File: config.mk
export PLATFORM = sky130hd
export DESIGN_NAME = line_code_4b6b_encoder
export DESIGN_NICKNAME = d
export VERILOG_FILES = /design/src/lc4b6b_pkg.sv /design/src/line_code_4b6b_encoder.sv
export SDC_FILE = /design/constraint.sdc
export NUM_CORES = 1
export LEC_CHECK = 0
export BUFFER_PORTS_ARGS = -buffer_cell sky130_fd_sc_hd__buf_2
export CAP_MARGIN = 10
export CORE_ASPECT_RATIO = 2
export CORE_MARGIN = 2
export CORE_UTILIZATION = 40
export DETAILED_ROUTE_END_ITERATION = 10
export GPL_ROUTABILITY_DRIVEN = 0
export GPL_TIMING_DRIVEN = 0
export PLACE_DENSITY = 0.61
export SLEW_MARGIN = 20
export SYNTH_ARGS = -nofsm -noshare
export SYNTH_HDL_FRONTEND = slang
export SYNTH_SLANG_ARGS = --single-unit
File: constraint.sdc
create_clock -name clk -period 1.7 [get_ports clk]
set_input_delay 0.17 -clock clk [delete_from_list [all_inputs] [get_ports clk]]
set_output_delay 0.17 -clock clk [all_outputs]
set_load 0.01 [all_outputs]
File: src/lc4b6b_pkg.sv
package lc4b6b_pkg;

    typedef logic [3:0] nibble_t;
    typedef logic [5:0] symbol_t;
    typedef logic [7:0] byte_t;

    function automatic symbol_t sym_code(input nibble_t nib);
        symbol_t code;
        unique case (nib)
            4'h0:    code = 6'h15;
            4'h1:    code = 6'h31;
            4'h2:    code = 6'h32;
            4'h3:    code = 6'h23;
            4'h4:    code = 6'h34;
            4'h5:    code = 6'h25;
            4'h6:    code = 6'h26;
            4'h7:    code = 6'h16;
            4'h8:    code = 6'h1A;
            4'h9:    code = 6'h19;
            4'hA:    code = 6'h2A;
            4'hB:    code = 6'h0B;
            4'hC:    code = 6'h2C;
            4'hD:    code = 6'h0D;
            4'hE:    code = 6'h0E;
            default: code = 6'h1C;
        endcase
        return code;
    endfunction

endpackage

File: src/line_code_4b6b_encoder.sv
// The first output beat is registered: it is valid in the cycle after the input beat is
// taken; a second beat (if any) waits in the pending-beat slot until the first is taken.
// Throughput: one input beat per cycle when it yields one output beat and the output is
// not stalled; no input is taken while a second beat waits in the pending-beat slot.
// Reset (rst_n low, asynchronous) clears the output valids and the leftover code bits.
module line_code_4b6b_encoder (
    input  logic       clk,
    input  logic       rst_n,
    input  logic       in_valid,
    output logic       in_stall,
    input  logic [7:0] data_byte,
    input  logic       is_last,
    output logic       out_valid,
    input  logic       out_stall,
    output logic [7:0] code_byte,
    output logic       end_of_message
);

    logic                  out_valid_reg,  out_valid_next;
    lc4b6b_pkg::byte_t     code_byte_reg,  code_byte_next;
    logic                  eom_reg,        eom_next;
    logic                  pend_valid_reg, pend_valid_next;
    lc4b6b_pkg::byte_t     pend_byte_reg,  pend_byte_next;
    logic                  pend_eom_reg,   pend_eom_next;
    lc4b6b_pkg::nibble_t   left_bits_reg,  left_bits_next;
    logic                  left_valid_reg, left_valid_next;

    logic                  in_fire;
    logic                  out_fire;
    logic [11:0]           bits12;
    lc4b6b_pkg::byte_t     first_byte;
    lc4b6b_pkg::byte_t     second_byte;
    logic                  two_beats;

    assign out_fire = out_valid_reg && !out_stall;
    assign in_stall = pend_valid_reg || (out_valid_reg && out_stall);
    assign in_fire  = in_valid && !in_stall;

    assign bits12 = {lc4b6b_pkg::sym_code(data_byte[7:4]),
                     lc4b6b_pkg::sym_code(data_byte[3:0])};

    always_comb
    begin
        if (left_valid_reg)
        begin
            first_byte  = {left_bits_reg, bits12[11:8]};
            second_byte = bits12[7:0];
        end
        else
        begin
            first_byte  = bits12[11:4];
            second_byte = {bits12[3:0], 4'b0000};
        end
        two_beats = left_valid_reg || is_last;
    end

    always_comb
    begin
        out_valid_next  = out_valid_reg;
        code_byte_next  = code_byte_reg;
        eom_next        = eom_reg;
        pend_valid_next = pend_valid_reg;
        pend_byte_next  = pend_byte_reg;
        pend_eom_next   = pend_eom_reg;
        left_bits_next  = left_bits_reg;
        left_valid_next = left_valid_reg;

        if (in_fire)
        begin
            out_valid_next  = 1'b1;
            code_byte_next  = first_byte;
            eom_next        = 1'b0;
            pend_valid_next = two_beats;
            pend_byte_next  = second_byte;
            pend_eom_next   = is_last;
            left_bits_next  = bits12[3:0];
            left_valid_next = !left_valid_reg && !is_last;
        end
        else if (out_fire)
        begin
            if (pend_valid_reg)
            begin
                code_byte_next  = pend_byte_reg;
                eom_next        = pend_eom_reg;
                pend_valid_next = 1'b0;
            end
            else
            begin
                out_valid_next = 1'b0;
            end
        end
    end

    always_ff @(posedge clk or negedge rst_n)
    begin
        if (!rst_n)
        begin
            out_valid_reg  <= 1'b0;
            eom_reg        <= 1'b0;
            pend_valid_reg <= 1'b0;
            pend_eom_reg   <= 1'b0;
            left_bits_reg  <= '0;
            left_valid_reg <= 1'b0;
        end
        else
        begin
            out_valid_reg  <= out_valid_next;
            eom_reg        <= eom_next;
            pend_valid_reg <= pend_valid_next;
            pend_eom_reg   <= pend_eom_next;
            left_bits_reg  <= left_bits_next;
            left_valid_reg <= left_valid_next;
        end
    end

    always_ff @(posedge clk)
    begin
        code_byte_reg <= code_byte_next;
        pend_byte_reg <= pend_byte_next;
    end

    assign out_valid      = out_valid_reg;
    assign code_byte      = code_byte_reg;
    assign end_of_message = eom_reg;

    // pending beat always sits behind a valid output beat
    a_pend_behind_out: assert property (@(posedge clk) disable iff (!rst_n)
        pend_valid_reg |-> out_valid_reg)
        else $error("pending beat without output beat");

    // a two-beat item always drains the leftover nibble
    a_pend_no_left: assert property (@(posedge clk) disable iff (!rst_n)
        pend_valid_reg |-> !left_valid_reg)
        else $error("leftover bits held with a pending beat");

    // the final beat of a message leaves nothing pending
    a_eom_no_left: assert property (@(posedge clk) disable iff (!rst_n)
        (out_valid_reg && eom_reg) |-> !left_valid_reg)
        else $error("leftover bits after end of message");

    a_last_clears: assert property (@(posedge clk) disable iff (!rst_n)
        (in_fire && is_last) |=> (!left_valid_reg && pend_valid_reg && pend_eom_reg))
        else $error("last beat did not flush");

endmodule

; After elaboration in Yosys (flattened, before gate mapping)
; Memories as Yosys holds them, arrays and structs flattened.
; Index checks and enable logic that the tools add are counted.
[op_classes]
eq_ne = 1
reduce_logical = 14
mux = 13
[op_table]
columns = op, count
row1 = $mux 8, 5
row2 = $mux 1, 8
row3 = $logic_and 1x1->1, 4
row4 = $logic_not 1->1, 4
row5 = $reduce_and 2->1, 2
row6 = $reduce_bool 2->1, 2
row7 = $logic_or 1x1->1, 2
row8 = $ne 2x1->1 const B, 1
[word_totals]
output_inout_bits = 11
romBits = 192
ff_bits = 25
mem_count = 2
inputBits = 13
[mem_list]
columns = memory, depth, width, rd, rd_ports_with_merged_regs, write_ports, line_no
row1 = (no name shown), 16, 6, 1, 0, 0, lc4b6b_pkg.sv:9  ; unique case (nib)
row2 = (no name shown), 16, 6, 1, 0, 0, lc4b6b_pkg.sv:9

; Depth between registers and ports, before layout
; Gate-level depths: netlist of run 1.
[depth]
depth_word = 6
mapped_depth = 6
depth_no_buf = 6

; Worst setup path before layout of run 1
; No wires, ideal clock.
[synth_timing]
path_type = register to register
startpoint = reg out_valid_reg, in the netlist out_valid
endpoint = reg code_byte_reg[4], in the netlist code_byte[4], data pin
t_arrival_ns = 1.367
t_required_ns = 1.438
setup_slack_ns = 0.071
setup_time_ns = 0.262
stages_incl_launch_ff = 5
cell_sequence = dfrtp_1 -> nand2_1 -> nand3_1 -> inv_2 -> mux2_1
[synth_between]
elab_chain_cells = 5
[synth_rtl]
columns = item, line_no
row1 = start: declaration, line_code_4b6b_encoder.sv:19  ; logic out_valid_reg, out_valid_next;
row2 = start signal: assignment, line_code_4b6b_encoder.sv:107  ; out_valid_reg <= out_valid_next;
row3 = $logic_and 1x1->1, line_code_4b6b_encoder.sv:36  ; assign in_stall = pend_valid_reg || (out_valid_reg && out_stall);
row4 = $logic_or 1x1->1, line_code_4b6b_encoder.sv:36
row5 = $logic_not 1->1, line_code_4b6b_encoder.sv:37  ; assign in_fire = in_valid && !in_stall;
row6 = $logic_and 1x1->1, line_code_4b6b_encoder.sv:37
row7 = net in_fire, line_code_4b6b_encoder.sv:28  ; logic in_fire;
row8 = $mux 8, line_code_4b6b_encoder.sv:68  ; if (in_fire)
row9 = net code_byte_next[4], line_code_4b6b_encoder.sv:20  ; lc4b6b_pkg::byte_t code_byte_reg, code_byte_next;
row10 = end signal: assignment, line_code_4b6b_encoder.sv:118  ; code_byte_reg <= code_byte_next;
row11 = end: declaration, line_code_4b6b_encoder.sv:20
; The timed path passes the listed nets, and every way through them passes these cells.
; A chain may end at the register's enable or synchronous reset.

; Worst setup path in the final report of run 1
[layout_timing]
startpoint = reg pend_valid_reg
endpoint = reg code_byte_reg[2], in the netlist code_byte[2] (enable)
[layout_between]
elab_chain_cells = 5
word_cells_on_any_way = 6
classes_between = reduce/logical (6)
[layout_rtl]
columns = item, line_no
row1 = start: declaration, line_code_4b6b_encoder.sv:22  ; logic pend_valid_reg, pend_valid_next;
row2 = start signal: assignment, line_code_4b6b_encoder.sv:109  ; pend_valid_reg <= pend_valid_next;
row3 = $logic_or 1x1->1, line_code_4b6b_encoder.sv:36
row4 = $logic_not 1->1, line_code_4b6b_encoder.sv:37
row5 = $logic_and 1x1->1, line_code_4b6b_encoder.sv:37
row6 = $reduce_bool 2->1 (no source line), n/a
row7 = $reduce_and 2->1 (no source line) *, n/a
; Mark *: on every way between the ends. The rest lies on a longest branch, timed or not.

==> results.json, run 1 <==
{
  "yosys_most_used_dff": "edfxtp_1",
  "worstMarginPinSlew_ns": 0.5179,
  "grt_pass1_vias": 1208,
  "synth_seq_cells": 25,
  "synth_common_cells": "nand2_1, edfxtp_1, ha_1, a21oi_1",
  "drc": 0,
  "std_cell_rows": 32,
  "timing.rr.end": "code_byte[2]",
  "clock-sinks": 25,
  "place_inst": 221,
  "die_x_um": 48.22,
  "portBuffers": 20,
  "grt_pass1_wl_mm": 4.961,
  "drv_cap": 0,
  "area_delta_synth_final_pct": 15.76,
  "dieArea_sq_um": 4457,
  "syn_avg_cell_area_sq_um": 10.43,
  "synth.most_common_cell": "nand2_1",
  "setup-violations-final": 0,
  "rsz0062_at_grt": "false",
  "clockBufferDepth": 2,
  "endpoint": "code_byte[2]",
  "hold_path.class": "in2reg",
  "initial_utilization_pct": 41.12,
  "hold_viol": 0,
  "cp-start-kind": "flip-flop",
  "arrival_ns": 1.50,
  "crit_required_ns": 1.61,
  "first_pass_iters": 4,
  "grt_overflow_total": 0,
  "syn_inst": 150,
  "tns_ns": 0,
  "wl_per_cell_um": 13.64,
  "io_pins": 24,
  "fillers": 354,
  "cts_buffers": 3,
  "skew_ns": 0.002765,
  "end_kind": "flip-flop",
  "instances_no_fill": 228,
  "coreArea_sq_um": 3804,
  "critical_path_class": "reg2reg",
  "cts_root_buf": "clkbuf_8",
  "synth_cell_type_count": 38,
  "leakage_nw": 0.8089,
  "async_reset_ff_share_pct": 36.00,
  "dp_hpwl_mm": 2.480,
  "n_antenna_cell": 0,
  "wl_mm": 3.110,
  "register_area_sq_um": 705.7,
  "postRouteAntennaNets": 0,
  "outcome": "complete, no violations",
  "drtIter0Drc": 29,
  "netlist_top_cells_area": "edfxtp_1, dfrtp_1, ha_1",
  "clk_latency_ns": 0.27,
  "r2r_cells": 3,
  "synth_edf_count": 16,
  "grt_max_degree": 14,
  "synth-seq-area-share_pct": 45.12,
  "synth_nets": 179,
  "relSlewSlack_pct": 65.48,
  "peakVddDrop_uv": 566.8,
  "antenna_found_initial": 0,
  "max_freq_ghz": 0.6308,
  "worst-path-max-fanout": 8,
  "p_per_area_nw_per_um2": 1314,
  "synth_area_sq_um": 1564,
  "num_vias": 1178,
  "layout_min_cycle_time_ns": 1.585,
  "period_share_pct": 93.25,
  "yosysWarnings": 0,
  "track_usage_pct": 15.26,
  "h-tree-depth": 1,
  "critPathLaunch": "pend_valid_reg",
  "drive_gt1_share_pct": 22.60,
  "clk_pin_slew_ns": 0.08,
  "routed_via_density": 5.167,
  "yosys.area.top_type_share_pct": 30.72,
  "multiInputGateArea_sq_um": 784.5,
  "rr_startpoint": "pend_valid_reg",
  "yosysTopAreaCell": "edfxtp_1",
  "die_height_um": 92.43,
  "cts_tree": "done",
  "r2r_setup_slack_ns": 0.11,
  "slew_violations": 0,
  "num-nets-final": 207
}
-- cell families after synthesis --
| family | share of synthesized area, % |
|---|---|
| flip-flops | 45.12 |
| multiplexers | 10.24 |
| AO/OA/AOI/OAI | 15.12 |
| AND/OR/NAND/NOR | 10.88 |
| XOR/XNOR | 0.5601 |
| adder cells (fa/ha/maj) | 12.80 |
| buffers and inverters | 5.280 |
-- final cells by class --
class / count / share of cell area, %
Multi-Input combinational cell: 106 / 43.33
Buffer: 8 / 2.211
Inverter: 11 / 2.557
Tap cell: 51 / 3.525
Sequential cell: 25 / 38.98
Clock buffer: 4 / 2.488
Timing Repair Buffer: 23 / 6.911
-- per-layer routing --
layer | part of all wire (%) | vias to the layer above | track usage (%)
met3 | 3.8 | 9 | 2.339
met2 | 58 | 27 | 27.85
met1 | 35 | 563 | 14.16
li1 | - | 579 | -
met5 | 0 | - | 0
met4 | 3.0 | 0 | 8.559
-- stage by stage --
| stage | worst slack, ns | hold slack (ns) | power (mW) | utilization [%] | area, sq um |
|---|---|---|---|---|---|
| 2_1_floorplan | 0.07105 | -0.1256 | 1.696 | - | 1564 |
| 3_3_place_gp | -0.1363 | 0.02511 | 1.979 | 45.43 | 1728 |
| 3_5_place_dp | -0.1640 | 0.03169 | 2.014 | 45.43 | 1728 |
| 4_1_cts | 0.01706 | 0.1266 | 2.392 | 47.57 | 1809 |
| 5_1_grt | 0.02326 | 0.1357 | 2.545 | 47.60 | 1810 |
| 6_report | 0.1148 | 0.1268 | 2.379 | 47.60 | 1810 |
-- worst max-delay path, cell delays in order (launching register included) --
cell and delay (ns):
dfrtp_1 0.45, nand2b_1 0.19, a21boi_0 0.16, a21oi_2 0.44
-- cell usage in the layout (no fill, tap or decap), types with 2 or more instances in the layout --
cell type	count
ha_1	16
a22oi_1	2
mux2_2	3
a21oi_1	10
mux2i_1	7
nand2_1	18
o21ai_0	9
and2_1	2
nand2b_1	2
inv_4	2
nor2b_1	3
dfrtp_1	9
buf_4	2
a211o_1	2
buf_2	21
mux4_2	2
clkbuf_8	3
edfxtp_1	16
clkbuf_1	6
o21ai_1	2
inv_2	2
a21o_1	2
a211oi_1	3
nor2_1	9
inv_1	7
-- report_power, final --
group	switching, mW	internal (mW)	total (mW)
logic	0.573	0.395	0.968
registers	0.114	0.950	1.06
clock network	0.179	0.168	0.347
total	0.866	1.51	2.38
-- worst min path at each step --
| stage | slack (ns) | endpoint | startpoint | depth (start not counted) |
|---|---|---|---|---|
| 2_1_floorplan | -0.13 | end_of_message | rst_n | 0 |
| 3_3_place_gp | 0.03 | end_of_message | rst_n | 1 |
| 3_5_place_dp | 0.03 | end_of_message | rst_n | 1 |
| 4_1_cts | 0.13 | pend_eom_reg | is_last | 3 |
| 5_1_grt | 0.14 | pend_eom_reg | is_last | 3 |
| 6_report | 0.13 | pend_eom_reg | is_last | 3 |
-- repair_timing --
action                                  4_1_cts  5_1_grt
hold buffers                                  1        0
resized for setup                             3        1
endpoints found under the hold margin         9        0
endpoints found under the setup margin       10        5
setup buffers                                 2        0
pin swaps                                     0        0
Power figures use the tool's default switching activity.
==> run 2, diff against run 1 <==
Settings changed: PLACE_DENSITY 0.61 to 0.59.
Clock period 1.7 ns to 1.84 ns, I/O delays scaled along.
==> run 2 against run 1 <==
Against the previous run: sequential power is 7% lower; non-clock buffer count is 2 lower; register-to-register slack better by 0.10 ns; first-iteration DRC count is 76% lower; power is 8.3% lower; combinational power is 10% lower; utilization is 0.30 points lower; cell count is 0.88% lower; clock power is 5% lower; critical path type unchanged; highest routed layer unchanged.
==> results.json, run 2 (synthesized netlist as in run 1, its figures left out) <==
{
  "first_pass_iters": 4,
  "grt_overflow_total": 0,
  "place_ws_ns": -0.02871,
  "skew_ns": 0.001725,
  "track_usage_pct": 16.29,
  "layout_min_cycle_time_ns": 1.621,
  "drv_cap": 0,
  "wl_per_cell_um": 13.81,
  "hold_viol": 0,
  "drive_gt1_share_pct": 22.29,
  "leakage_nw": 0.8004,
  "min_to": "pend_eom_reg",
  "fillers": 364,
  "initial_utilization_pct": 41.12,
  "cts_tree": "done",
  "num-nets-final": 205,
  "coreArea_sq_um": 3804,
  "dp_hpwl_mm": 2.546,
  "post_cts_buffers": 0,
  "antenna_found_initial": 0,
  "relSlewSlack_pct": 67.45,
  "h-tree-depth": 1,
  "portBuffers": 20,
  "outcome": "complete, no violations",
  "dieArea_sq_um": 4457,
  "grt_max_degree": 18,
  "clk_latency_ns": 0.27,
  "r2r_setup_slack_ns": 0.22,
  "min_path_cells": 3,
  "r2r_cells": 4,
  "cts_root_buf": "clkbuf_8",
  "io_pins": 24,
  "setup-violations-final": 0,
  "cts_buffers": 3,
  "rsz0062_at_grt": "false",
  "hold_path.class": "in2reg",
  "worstMarginPinSlew_ns": 0.4882,
  "crit_required_ns": 1.87,
  "slew_violations": 0,
  "routed_via_density": 5.230,
  "num_vias": 1182,
  "wl_mm": 3.122,
  "clockBufferDepth": 2,
  "area_delta_synth_final_pct": 15.04,
  "critPathSlowestCell": "dfrtp_1",
  "die_x_um": 48.22,
  "final_cell_area_sq_um": 1799,
  "postRouteAntennaNets": 0,
  "rr_startpoint": "out_valid",
  "fin_ws_ns": 0.2194,
  "std_cell_rows": 32,
  "clk_pin_slew_ns": 0.09,
  "end_kind": "flip-flop",
  "power_mw": 2.182,
  "die_height_um": 92.43,
  "grt_pass1_wl_mm": 5.223,
  "clock-sinks": 25,
  "critical_path_class": "reg2reg",
  "arrival_ns": 1.65,
  "cp-start-kind": "flip-flop",
  "place_area_sq_um": 1728,
  "max_stage_delay_ns": 0.46,
  "drc": 0,
  "peakVddDrop_uv": 586.1,
  "grt_pass1_vias": 1140,
  "cp_cell_sequence": "nand2_1 > nand3_2 > clkinv_4 > mux2_1",
  "drtIter0Drc": 7,
  "n_antenna_cell": 0,
  "timing.rr.end": "code_byte[4]",
  "min_from": "is_last",
  "period_share_pct": 88.08,
  "layout_commonest_cell": "buf_2",
  "layout_common_cells": "buf_2, nand2_1, ha_1, edfxtp_1, a21oi_1",
  "max_freq_ghz": 0.6171,
  "worst-path-max-fanout": 17,
  "p_per_area_nw_per_um2": 1213
}
==> run 2: cell types whose count changed in the layout (fill, tap and decap cells not counted) <==
cell,previous run,this run
clkinv_2,0,1
clkbuf_1,6,5
buf_4,2,0
clkinv_4,0,1
inv_4,2,1
==> run 2: timing repair <==
item / 4_1_cts / 5_1_grt
resized for setup: 2 / 3
hold endpoints to repair: 9 / 0
hold buffers: 1 / 0
endpoints found under the setup margin: 9 / 2
==> run 2: layout make-up <==
class | instances | area (sq um) | share of cell area (%)
multi-input cells | 106 | 784.5 | 43.60
flip-flops and latches | 25 | 705.7 | 39.22
repair buffers | 21 | 110.1 | 6.120
well taps | 51 | 63.81 | 3.547
inverters | 11 | 48.80 | 2.712
clock buffers | 3 | 41.29 | 2.295
plain buffers | 8 | 40.04 | 2.225
clock inverters | 1 | 5.005 | 0.2782
==> run 2: stage by stage <==
stage,utilization [%],instances,hold slack [ns],setup TNS (ns)
CTS,47.07,226,0.1306,0
detailed placement,45.43,221,0.04898,-0.02871
floorplan,-,150,-0.1116,0
global route,47.30,226,0.1386,0
global placement,45.43,221,0.03993,0
finish,47.30,226,0.1364,0
==> run 2: metal layers <==
metal,track usage [%],vias to the layer above,share of wire [%],wire [um]
li1,-,577,-,-
met1,17.42,567,36,1113
met2,29.71,33,59,1842
met3,1.365,5,3.3,103
met4,6.306,0,2.0,62
met5,0,-,0,0
==> run 2: where the power goes <==
group / switching, mW / internal (mW) / leakage, nW
Clock: 0.177 / 0.152 / 0.0255
Combinational: 0.522 / 0.350 / 0.512
Sequential: 0.104 / 0.878 / 0.263
==> run 2: worst max-delay path: cells and delay by family (launching register included) <==
kind	cells	cell delay [ns]
buffers and inverters	1	0.23
DFF	1	0.46
muxes	1	0.34
and+or+nand+nor	2	0.35
==> run 2: worst max path at each step <==
stage / cells after the start / from / end / slack [ns]
floorplan: 4 / out_valid / code_byte[4] / 0.21
global placement: 4 / out_valid / code_byte[4] / 0.002
detailed placement: 4 / out_valid / code_byte[4] / -0.03
CTS: 4 / out_valid / code_byte[4] / 0.005
global route: 4 / out_valid / code_byte[4] / 0.15
finish: 4 / out_valid / code_byte[4] / 0.22
==> run 3, diff against run 2 <==
Settings changed: BUFFER_PORTS_ARGS -buffer_cell sky130_fd_sc_hd__buf_2 to unset, DONT_BUFFER_PORTS set to 1, PLACE_DENSITY 0.59 to 0.53, REMOVE_ABC_BUFFERS set to 1.
==> run 3 against run 2 <==
Against the previous run: clock skew up 0.0038 ns; sequential share of layout area up 3.1 points; count of clock-buffer cells in the layout unchanged; via count down 12%; register-to-register slack worse by 0.09 ns; clock power down 4%; sequential cell count unchanged; cell count down 12%; power down 7.5%; utilization down 3.5 points; largest power group unchanged.
==> results.json, run 3 (synthesized netlist as in run 1, its figures left out) <==
{
  "outcome": "complete, no violations",
  "r2r_cells": 4,
  "fin_ws_ns": 0.1326,
  "relSlewSlack_pct": 45.73,
  "arrival_ns": 1.73,
  "hold_path.class": "in2reg",
  "antenna_found_initial": 0,
  "grt_overflow_total": 0,
  "clk_pin_slew_ns": 0.09,
  "portBuffers": 0,
  "io_pins": 24,
  "cp-start-kind": "flip-flop",
  "rr_startpoint": "out_valid",
  "clkPwrFrac_pct": 15.7,
  "clockBufferDepth": 2,
  "r2r_setup_slack_ns": 0.13,
  "skew_ns": 0.005477,
  "timing.rr.end": "code_byte[4]",
  "initial_utilization_pct": 41.12,
  "num_vias": 1042,
  "first_pass_iters": 4,
  "min_from": "is_last",
  "layout_min_cycle_time_ns": 1.707,
  "combPwrFrac_pct": 28.6,
  "coreArea_sq_um": 3804,
  "cts_tree": "done",
  "internal_power_mw": 1.294,
  "period_share_pct": 92.79,
  "num-nets-final": 177,
  "dieArea_sq_um": 4457,
  "n_antenna_cell": 0,
  "place_ws_ns": -0.4052,
  "drc": 0,
  "routed_via_density": 5.263,
  "instances_no_fill": 198,
  "peakVddDrop_uv": 505.0,
  "post_cts_buffers": 0,
  "track_usage_pct": 13.77,
  "max_freq_ghz": 0.5857,
  "critical_path_class": "reg2reg",
  "crit_required_ns": 1.86,
  "swShare_pct": 35.87,
  "die_x_um": 48.22,
  "clock-sinks": 25,
  "grt_pass1_vias": 1047,
  "switchingPower_uw": 723.6,
  "setup-violations-final": 0,
  "drive_gt1_share_pct": 10.88,
  "grt_max_degree": 28,
  "layout_common_cells": "nand2_1, ha_1, edfxtp_1",
  "layout_commonest_cell": "nand2_1",
  "cts_buffers": 3,
  "endpoint": "code_byte[4]",
  "drv_cap": 0,
  "end_kind": "flip-flop",
  "place_inst": 193,
  "worst-path-max-fanout": 18,
  "wl_mm": 2.795,
  "h-tree-depth": 1,
  "postRouteAntennaNets": 0,
  "wl_per_cell_um": 14.12,
  "worstMarginPinSlew_ns": 0.8141,
  "cts_root_buf": "clkbuf_8",
  "clk_latency_ns": 0.26,
  "grt_pass1_wl_mm": 4.498,
  "p_per_area_nw_per_um2": 1210,
  "leakage_nw": 0.7017,
  "drtIter0Drc": 28,
  "die_height_um": 92.43,
  "area_delta_synth_final_pct": 6.560,
  "critPathLaunch": "out_valid",
  "hold_viol": 0,
  "dp_hpwl_mm": 2.186,
  "p_seq_share_pct": 55.8,
  "rsz0062_at_grt": "false",
  "slew_violations": 0,
  "std_cell_rows": 32
}
-- run 3: cell count changes in the layout (fill, tap and decap cells not counted) --
cell	change
buf_2	-21
nand3_2	-1
inv_6	+1
clkbuf_1	-5
nand3_4	+1
clkinv_4	-1
buf_6	-1
clkbuf_2	-1
-- run 3: worst min-delay path by stage --
| stage | to | cells after the start |
|---|---|---|
| 2_1_floorplan | end_of_message | 0 |
| 3_3_place_gp | left_bits_reg[2] | 0 |
| 3_5_place_dp | left_bits_reg[2] | 0 |
| 4_1_cts | pend_eom_reg | 2 |
| 5_1_grt | pend_eom_reg | 2 |
| 6_report | pend_eom_reg | 2 |
-- run 3: stage by stage --
step           instance area, sq um  total power [mW]  hold slack, ns  setup TNS [ns]  utilization [%]
2_1_floorplan                  1525             1.535         -0.1116       -0.007025                -
3_3_place_gp                   1589             1.673         -0.1114          -1.683            41.78
3_5_place_dp                   1589             1.700         -0.1114          -2.354            41.78
4_1_cts                        1667             2.050         0.02031               0            43.82
5_1_grt                        1667             2.173         0.03481               0            43.82
6_report                       1667             2.017         0.02915               0            43.82
-- run 3: area by class of cell --
type | instances | area, sq um
Fill cell | 375 | 2137
Multi-Input combinational cell | 106 | 792.0
Sequential cell | 25 | 705.7
Tap cell | 51 | 63.81
Inverter | 11 | 48.80
Clock buffer | 3 | 41.29
Timing Repair Buffer | 1 | 10.01
Clock inverter | 1 | 5.005
-- run 3: routing by layer --
metal | track usage [%] | part of all wire [%]
met5 | 0 | 0
met4 | 6.081 | 3.3
met1 | 14.32 | 39
met2 | 24.56 | 54
met3 | 2.144 | 3.6
-- run 3: power groups by stage --
stage	logic [mW]	clock network, mW	registers, mW
2_1_floorplan	0.452	0	1.08
3_3_place_gp	0.539	0	1.13
3_5_place_dp	0.554	0	1.15
4_1_cts	0.589	0.330	1.13
5_1_grt	0.659	0.348	1.17
6_report	0.576	0.316	1.12
-- run 3: worst max-delay path, stage by stage (launching register included) --
cell and delay (ns):
dfrtp_1 0.50, nand2_1 0.17, nand3_4 0.22, inv_6 0.22, mux2_1 0.34
-- run 3: what timing repair did --
item	in CTS	in global routing
endpoints found under the hold margin	9	0
hold buffers	1	0
setup endpoints to repair	23	0
resized for setup	5	0
